<file path="src/rtl/smt_pkg.sv">
package smt_pkg;

  // last-sign codes of an axis error
  localparam logic [1:0] SIGN_NONE = 2'd0;
  localparam logic [1:0] SIGN_POS  = 2'd1;
  localparam logic [1:0] SIGN_NEG  = 2'd2;

  // configuration register indexes
  localparam int unsigned CFG_IDX_W = 2;
  localparam logic [CFG_IDX_W-1:0] CFG_DEADBAND   = 2'd0;
  localparam logic [CFG_IDX_W-1:0] CFG_STABLE_LEN = 2'd1;
  localparam logic [CFG_IDX_W-1:0] CFG_YAW_EN     = 2'd2;
  localparam logic [CFG_IDX_W-1:0] CFG_PITCH_EN   = 2'd3;

  localparam logic [15:0] SAT16 = 16'hFFFF;

  // per-transaction control into each axis
  typedef struct packed {
    logic en;     // commit the update this cycle
    logic start;  // clear and seed the peak error
    logic valid;  // target seen: full sample update
    logic seen;   // previous pulses exist for the step measurement
  } axis_ctrl_t;

  // metrics of one axis after the update
  typedef struct packed {
    logic [15:0] settle;
    logic [15:0] crossings;
    logic [15:0] peak_step;
    logic [12:0] peak_err;  // up to 2048, so one bit over the port width
  } axis_stats_t;

endpackage

</file>
<file path="src/rtl/step_response_metrics_tracker.sv">
// Step response metrics tracker.
// Input channel (in_*): one tracking sample per transaction, taken when
// in_valid is high and in_stall is low. A start sample clears all metrics
// and seeds the peak errors; a lost-target sample only counts and breaks
// the stable runs.
// Result channel (out_*): exactly one result per sample, handed over when
// out_valid is high and out_stall is low.
// Configuration channel (cfg_*): index/data writes, always ready; write
// only while no sample is in flight.
// Path: each sample passes the input register, then the single-pass
// update into the result register, which raises out_valid.
// Throughput: one sample per cycle while out_stall allows; the axis update
// is one short compare and count pass, so the state feedback closes within it.
// When the receiver stalls, the result register holds and the input
// register still takes one further sample before in_stall rises.
// Reset (rst_n low, synchronous) clears all metrics, empties both
// registers and loads the configuration defaults: deadband 4, stable run
// length 5, both axes enabled.
module step_response_metrics_tracker (
  input  logic                          clk,
  input  logic                          rst_n,
  // input channel
  input  logic                          in_valid,
  output logic                          in_stall,
  input  logic                          in_start_req,
  input  logic                          in_target_valid,
  input  logic signed [11:0]            in_yaw_error,
  input  logic signed [11:0]            in_pitch_error,
  input  logic signed [15:0]            in_yaw_pulses,
  input  logic signed [15:0]            in_pitch_pulses,
  input  logic [15:0]                   in_elapsed_ms,
  // result channel
  output logic                          out_valid,
  input  logic                          out_stall,
  output logic                          out_settled,
  output logic [15:0]                   out_yaw_settle_ms,
  output logic [15:0]                   out_pitch_settle_ms,
  output logic [15:0]                   out_yaw_crossings,
  output logic [15:0]                   out_pitch_crossings,
  output logic [15:0]                   out_yaw_peak_step,
  output logic [15:0]                   out_pitch_peak_step,
  output logic [11:0]                   out_yaw_peak_error,
  output logic [11:0]                   out_pitch_peak_error,
  output logic [15:0]                   out_valid_count,
  output logic [15:0]                   out_lost_count,
  // configuration channel
  input  logic                          cfg_valid,
  output logic                          cfg_ready,
  input  logic [smt_pkg::CFG_IDX_W-1:0] cfg_index,
  input  logic [15:0]                   cfg_data
);
  import smt_pkg::*;

  // configuration registers
  logic [7:0]  deadband_r;
  logic [15:0] stable_len_r;
  logic        yaw_en_r;
  logic        pitch_en_r;

  // input register
  logic               in_q_valid_r;
  logic               in_q_start_r;
  logic               in_q_tv_r;
  logic signed [11:0] in_q_yaw_err_r;
  logic signed [11:0] in_q_pitch_err_r;
  logic signed [15:0] in_q_yaw_pul_r;
  logic signed [15:0] in_q_pitch_pul_r;
  logic [15:0]        in_q_elapsed_r;

  // shared sample state
  logic        seen_r, seen_nxt;
  logic [15:0] valid_total_r, valid_total_nxt;
  logic [15:0] lost_total_r, lost_total_nxt;

  // result register
  logic        out_valid_r;
  logic        out_settled_r;
  axis_stats_t out_yaw_r, out_pitch_r;
  logic [15:0] out_valid_cnt_r, out_lost_cnt_r;

  logic          in_accept;
  logic          advance;
  logic          settled_nxt;
  axis_ctrl_t    axis_ctrl;
  axis_stats_t   yaw_nxt, pitch_nxt;

  // advance the held sample when the result slot is free or being emptied
  assign advance   = in_q_valid_r && (!out_valid_r || !out_stall);
  assign in_stall  = in_q_valid_r && !advance;
  assign in_accept = in_valid && !in_stall;
  assign cfg_ready = 1'b1;

  // configuration writes; an index beyond the list is ignored
  always_ff @(posedge clk) begin
    if (!rst_n) begin
      deadband_r   <= 8'd4;
      stable_len_r <= 16'd5;
      yaw_en_r     <= 1'b1;
      pitch_en_r   <= 1'b1;
    end else if (cfg_valid && cfg_ready) begin
      unique case (cfg_index)
        CFG_DEADBAND:   deadband_r   <= cfg_data[7:0];
        CFG_STABLE_LEN: stable_len_r <= cfg_data;
        CFG_YAW_EN:     yaw_en_r     <= cfg_data[0];
        CFG_PITCH_EN:   pitch_en_r   <= cfg_data[0];
        default: ;
      endcase
    end
  end

  // input register: valid bit under reset, payload without
  always_ff @(posedge clk) begin
    if (!rst_n) begin
      in_q_valid_r <= 1'b0;
    end else if (in_accept) begin
      in_q_valid_r <= 1'b1;
    end else if (advance) begin
      in_q_valid_r <= 1'b0;
    end
  end

  always_ff @(posedge clk) begin
    if (in_accept) begin
      in_q_start_r     <= in_start_req;
      in_q_tv_r        <= in_target_valid;
      in_q_yaw_err_r   <= in_yaw_error;
      in_q_pitch_err_r <= in_pitch_error;
      in_q_yaw_pul_r   <= in_yaw_pulses;
      in_q_pitch_pul_r <= in_pitch_pulses;
      in_q_elapsed_r   <= in_elapsed_ms;
    end
  end

  assign axis_ctrl.en    = advance;
  assign axis_ctrl.start = in_q_start_r;
  assign axis_ctrl.valid = in_q_tv_r;
  assign axis_ctrl.seen  = seen_r;

  smt_axis u_yaw (
    .clk         (clk),
    .rst_n       (rst_n),
    .ctrl        (axis_ctrl),
    .deadband    (deadband_r),
    .stable_len  (stable_len_r),
    .err         (in_q_yaw_err_r),
    .pulses      (in_q_yaw_pul_r),
    .elapsed     (in_q_elapsed_r),
    .metrics_nxt (yaw_nxt)
  );

  smt_axis u_pitch (
    .clk         (clk),
    .rst_n       (rst_n),
    .ctrl        (axis_ctrl),
    .deadband    (deadband_r),
    .stable_len  (stable_len_r),
    .err         (in_q_pitch_err_r),
    .pulses      (in_q_pitch_pul_r),
    .elapsed     (in_q_elapsed_r),
    .metrics_nxt (pitch_nxt)
  );

  // sample counters and the seen flag; start clears, counters saturate
  always_comb begin
    seen_nxt        = seen_r;
    valid_total_nxt = valid_total_r;
    lost_total_nxt  = lost_total_r;
    priority if (in_q_start_r) begin
      seen_nxt        = 1'b0;
      valid_total_nxt = '0;
      lost_total_nxt  = '0;
    end else if (in_q_tv_r) begin
      seen_nxt = 1'b1;
      if (valid_total_r != SAT16) begin
        valid_total_nxt = valid_total_r + 16'd1;
      end
    end else begin
      if (lost_total_r != SAT16) begin
        lost_total_nxt = lost_total_r + 16'd1;
      end
    end
  end

  always_ff @(posedge clk) begin
    if (!rst_n) begin
      seen_r        <= 1'b0;
      valid_total_r <= '0;
      lost_total_r  <= '0;
    end else if (advance) begin
      seen_r        <= seen_nxt;
      valid_total_r <= valid_total_nxt;
      lost_total_r  <= lost_total_nxt;
    end
  end

  // a disabled axis never holds the decision back
  assign settled_nxt = (!yaw_en_r || (yaw_nxt.settle != '0)) &&
                       (!pitch_en_r || (pitch_nxt.settle != '0));

  // result register: load on advance, drop valid once taken
  always_ff @(posedge clk) begin
    if (!rst_n) begin
      out_valid_r <= 1'b0;
    end else if (advance) begin
      out_valid_r <= 1'b1;
    end else if (!out_stall) begin
      out_valid_r <= 1'b0;
    end
  end

  always_ff @(posedge clk) begin
    if (advance) begin
      out_settled_r   <= settled_nxt;
      out_yaw_r       <= yaw_nxt;
      out_pitch_r     <= pitch_nxt;
      out_valid_cnt_r <= valid_total_nxt;
      out_lost_cnt_r  <= lost_total_nxt;
    end
  end

  assign out_valid            = out_valid_r;
  assign out_settled          = out_settled_r;
  assign out_yaw_settle_ms    = out_yaw_r.settle;
  assign out_pitch_settle_ms  = out_pitch_r.settle;
  assign out_yaw_crossings    = out_yaw_r.crossings;
  assign out_pitch_crossings  = out_pitch_r.crossings;
  assign out_yaw_peak_step    = out_yaw_r.peak_step;
  assign out_pitch_peak_step  = out_pitch_r.peak_step;
  assign out_yaw_peak_error   = out_yaw_r.peak_err[11:0];
  assign out_pitch_peak_error = out_pitch_r.peak_err[11:0];
  assign out_valid_count      = out_valid_cnt_r;
  assign out_lost_count       = out_lost_cnt_r;

  // the input side only stalls while a sample is held
  a_stall_needs_sample: assert property (@(posedge clk) disable iff (!rst_n)
    in_stall |-> in_q_valid_r)
    else $error("input stalled with an empty input register");

  // a start transaction reports cleared sample counts
  a_start_clears: assert property (@(posedge clk) disable iff (!rst_n)
    advance && in_q_start_r |=> out_valid_count == '0 && out_lost_count == '0)
    else $error("start did not clear sample counts");

  // a lost sample never moves the valid count
  a_lost_keeps_valid: assert property (@(posedge clk) disable iff (!rst_n)
    advance && !in_q_start_r && !in_q_tv_r |=> valid_total_r == $past(valid_total_r))
    else $error("lost sample changed the valid count");

endmodule

</file>
<file path="src/rtl/smt_axis.sv">
module smt_axis (
  input  logic                  clk,
  input  logic                  rst_n,
  input  smt_pkg::axis_ctrl_t   ctrl,
  input  logic [7:0]            deadband,
  input  logic [15:0]           stable_len,
  input  logic signed [11:0]    err,
  input  logic signed [15:0]    pulses,
  input  logic [15:0]           elapsed,
  output smt_pkg::axis_stats_t  metrics_nxt
);
  import smt_pkg::*;

  logic [1:0]  last_sign_r, last_sign_nxt;
  logic [15:0] crossings_r, crossings_nxt;
  logic [15:0] prev_pulses_r, prev_pulses_nxt;
  logic [15:0] step_peak_r, step_peak_nxt;
  logic [15:0] stable_run_r, stable_run_nxt;
  logic [15:0] settle_r, settle_nxt;
  logic [12:0] err_peak_r, err_peak_nxt;

  logic [12:0] err_ext;
  logic [12:0] err_mag;
  logic        in_band;
  logic [1:0]  sign;
  logic [16:0] diff;
  logic [16:0] diff_neg;
  logic [15:0] step;
  logic [15:0] run_inc;

  assign err_ext  = {err[11], err};
  assign err_mag  = err_ext[12] ? (~err_ext + 13'd1) : err_ext;
  assign in_band  = (err_mag <= {5'd0, deadband});
  assign sign     = in_band ? SIGN_NONE : (err[11] ? SIGN_NEG : SIGN_POS);
  assign diff     = {pulses[15], pulses} - {prev_pulses_r[15], prev_pulses_r};
  assign diff_neg = ~diff + 17'd1;
  assign step     = diff[16] ? diff_neg[15:0] : diff[15:0];
  assign run_inc  = stable_run_r + 16'd1;

  always_comb begin
    last_sign_nxt   = last_sign_r;
    crossings_nxt   = crossings_r;
    prev_pulses_nxt = prev_pulses_r;
    step_peak_nxt   = step_peak_r;
    stable_run_nxt  = stable_run_r;
    settle_nxt      = settle_r;
    err_peak_nxt    = err_peak_r;
    priority if (ctrl.start) begin
      last_sign_nxt   = SIGN_NONE;
      crossings_nxt   = '0;
      prev_pulses_nxt = '0;
      step_peak_nxt   = '0;
      stable_run_nxt  = '0;
      settle_nxt      = '0;
      err_peak_nxt    = err_mag;
    end else if (ctrl.valid) begin
      if (sign != SIGN_NONE) begin
        if ((last_sign_r != SIGN_NONE) && (last_sign_r != sign) && (crossings_r != SAT16)) begin
          crossings_nxt = crossings_r + 16'd1;
        end
        last_sign_nxt = sign;
      end
      if (ctrl.seen && (step > step_peak_r)) begin
        step_peak_nxt = step;
      end
      prev_pulses_nxt = pulses;
      if (err_mag > err_peak_r) begin
        err_peak_nxt = err_mag;
      end
      if (in_band) begin
        if (stable_run_r != SAT16) begin
          stable_run_nxt = run_inc;
          if (run_inc == stable_len) begin
            settle_nxt = elapsed;
          end
        end
      end else begin
        stable_run_nxt = '0;
        settle_nxt     = '0;
      end
    end else begin
      stable_run_nxt = '0;
    end
  end

  always_ff @(posedge clk) begin
    if (!rst_n) begin
      last_sign_r   <= SIGN_NONE;
      crossings_r   <= '0;
      prev_pulses_r <= '0;
      step_peak_r   <= '0;
      stable_run_r  <= '0;
      settle_r      <= '0;
      err_peak_r    <= '0;
    end else if (ctrl.en) begin
      last_sign_r   <= last_sign_nxt;
      crossings_r   <= crossings_nxt;
      prev_pulses_r <= prev_pulses_nxt;
      step_peak_r   <= step_peak_nxt;
      stable_run_r  <= stable_run_nxt;
      settle_r      <= settle_nxt;
      err_peak_r    <= err_peak_nxt;
    end
  end

  assign metrics_nxt.settle    = settle_nxt;
  assign metrics_nxt.crossings = crossings_nxt;
  assign metrics_nxt.peak_step = step_peak_nxt;
  assign metrics_nxt.peak_err  = err_peak_nxt;

  // only a start may make a crossing count go down
  a_cross_mono: assert property (@(posedge clk) disable iff (!rst_n)
    ctrl.en && !ctrl.start |=> crossings_r >= $past(crossings_r))
    else $error("crossing count decreased without start");

  // a lost sample leaves the latched settle time alone
  a_lost_keeps_settle: assert property (@(posedge clk) disable iff (!rst_n)
    ctrl.en && !ctrl.start && !ctrl.valid |=> settle_r == $past(settle_r) && stable_run_r == '0)
    else $error("lost sample disturbed settle time or stable run");

endmodule

</file>
<file path="config.mk">
export PLATFORM = sky130hd
export DESIGN_NAME = step_response_metrics_tracker
export DESIGN_NICKNAME = d
export VERILOG_FILES = /design/src/rtl/smt_pkg.sv /design/src/rtl/step_response_metrics_tracker.sv /design/src/rtl/smt_axis.sv
export SDC_FILE = /design/constraint.sdc
export NUM_CORES = 1
export LEC_CHECK = 0
export BUFFER_PORTS_ARGS = -buffer_cell sky130_fd_sc_hd__buf_2
export CAP_MARGIN = 10
export CORE_UTILIZATION = 30
export CTS_CLUSTER_DIAMETER = 60
export DETAILED_ROUTE_END_ITERATION = 10
export GPL_TIMING_DRIVEN = 0
export HOLD_SLACK_MARGIN = 0.02
export REMOVE_ABC_BUFFERS = 1
export SYNTH_ARGS = -nofsm -noshare
export SYNTH_HDL_FRONTEND = slang
export SYNTH_HIERARCHICAL = 1
export SYNTH_SLANG_ARGS = --single-unit
export TNS_END_PERCENT = 1
</file>
<file path="constraint.sdc">
create_clock -name clk -period 16.5 [get_ports clk]
set_clock_uncertainty 0.1 [all_clocks]
set_input_delay 0 -clock clk [delete_from_list [all_inputs] [get_ports clk]]
set_output_delay 0 -clock clk [all_outputs]
set_load 0.01 [all_outputs]
</file>
==> impl_metrics.yaml <==
cts:
  clockBufferDepth: 3
  clkTransAtPathRegs_ns: 0.05
  cts-root-buf: "clkbuf_16"
  cts_setup_buffers: 0
  htree_levels: 3
  tritoncts: "built"
  insertion_delay_ns: 0.60
  clock-sinks: 478
  cts_inserted_buffers: 67
global_routing:
  grt_max_degree: 122
  grt_pass1_vias: 20710
  grt.total_usage: 0.1652
  grt_antenna_before_repair: 4
  grt-ovfl-total: 0
  grt_pass1_wl_um: 117100
die:
  core_region_area_um2: 85680
  start_util: 0.3047
  ios: 253
  die_w_um: 297.0
  dieArea_um2: 88210
  die_h_um: 297.0
  rows: 107
route:
  wire_per_inst_um: 17.35
  via_count: 21900
  drc_errors: 0
  avgViaCountPerCell: 5.078
  dr.pass1.iters: 5
  drt_iter0_markers: 1319
  totalWireLength_um: 74800
  ant_nets: 0
layout:
  multi_input_area_um2: 12980
  area.growth.synth_to_final_pct: 24.78
  final_cell_mix: "buf_2 (252), dfxtp_1 (251), edfxtp_1 (227)"
  final_cells: 4312
  layout_commonest_cell: "buf_2"
  layout-drive-gt1-share: 0.1537
  diodes: 0
  filler_cell_count: 8623
  final-seq-area_um2: 11840
  final_area_um2: 32580
  nets: 3328
placement:
  placed_cells: 4016
  placed_cell_area_um2: 28650
  numPortBuffers: 251
  place_hpwl_um: 51350
  gp_congestion: 0.8246
critical_path:
  crit_type: "flop to flop"
  startpoint: "in_q_pitch_pul_r[0]"
  end_kind: "flop"
  cp.required_ns: 16.68
  startpoint_type: "flop"
  crit_fanout: 28
  rr_startpoint: "in_q_pitch_pul_r[0]"
  crit_arrival_ns: 7.13
timing:
  rsz0062_at_grt: "no"
  slew_viol_final: 0
  fin_crit_sh: 0.4213
  min_period_ns: 6.951
  hold_violations: 0
  holdWs_ns: 0.06853
  slew_headroom: 0.2654
  fin_setup_tns_ns: 0
  setup_viol: 0
  tightest_slew_ns: 1.094
  fmax_mhz: 143.9
hold_path:
  hp-class: "input pin to flop"
  hold_start: "cfg_valid"
synthesis:
  syn_area_per_cell_um2: 9.493
  syn-instance-count: 2750
  synthesis.area_um2: 26110
  yosys_warnings: 6
power:
  peakVddDrop_uv: 76.37
  p_leak_nw: 11.67
  power_density_nw_per_um2: 96.08
  power.total_w: 0.003130
flow_run:
  drv_cap: 0
status:
  status: "complete, no violations"
==> per-stage QoR <==
stage / utilization / worst slack, ns
5_1_grt: 0.3802 / 8.720
3_5_place_dp: 0.3344 / 9.550
2_1_floorplan: - / 7.591
3_3_place_gp: 0.3278 / 0.8677
4_1_cts: 0.3800 / 9.486
6_report: 0.3802 / 9.549
==> final cells by class <==
cell class	count	share of cell area
inverters	170	0.01986
multi-input cells	1949	0.3985
flip-flops and latches	478	0.3635
well taps	1144	0.04394
repair buffers	447	0.1063
clock inverters	36	0.009756
clock buffers	88	0.05808
==> worst max-delay path, stage by stage, from the launching register on <==
cell and delay (ns):
edfxtp_1 0.35, inv_1 0.05, ha_1 0.22, fa_1 0.40, nor2b_1 0.22, o2111ai_1 0.15, a31oi_1 0.35, a21oi_1 0.16
a211oi_1 0.36, or4b_1 0.56, o31ai_1 0.47, nor2_1 0.12, xnor2_1 0.15, ha_1 0.31, nand4_1 0.14, nor3_1 0.09
a2111oi_0 0.76, a21o_1 0.81, nor4_1 0.16, a2111oi_0 0.70
==> layer usage <==
| layer | share of wire | global-route usage | vias to the layer above | wire length (um) |
|---|---|---|---|---|
| met5 | 0.00036 | 0 | - | 27 |
| met4 | 0.021 | 0.04615 | 4 | 1604 |
| met3 | 0.049 | 0.02870 | 112 | 3669 |
| met2 | 0.45 | 0.2662 | 500 | 34020 |
| met1 | 0.47 | 0.2262 | 10330 | 35480 |
| li1 | - | - | 10950 | - |
==> power by group <==
group          internal (W)  total [W]  switching (W)
clock network      0.000854    0.00143       0.000579
logic              0.000163   0.000391       0.000228
registers           0.00128    0.00131      0.0000238
==> path summary, 6_finish.rpt <==
| kind | endpoint | slack [ns] | cells past startpoint |
|---|---|---|---|
| setup / recovery | out_pitch_peak_step[15] | 9.55 | 19 |
| hold / removal | stable_len_r[10] | 0.07 | 4 |
| setup reg to reg | out_pitch_peak_step[15] | 9.55 | 19 |
| hold reg to reg | u_yaw/last_sign_r[1] | 0.35 | 2 |
==> repair_timing <==
item | CTS | global route
hold buffers | 170 | 0
endpoints found under the hold margin | 152 | 0
endpoints found under the setup margin | 0 | 0
resized for setup | 0 | 0
No activity file was read; power rests on OpenSTA's default activity.
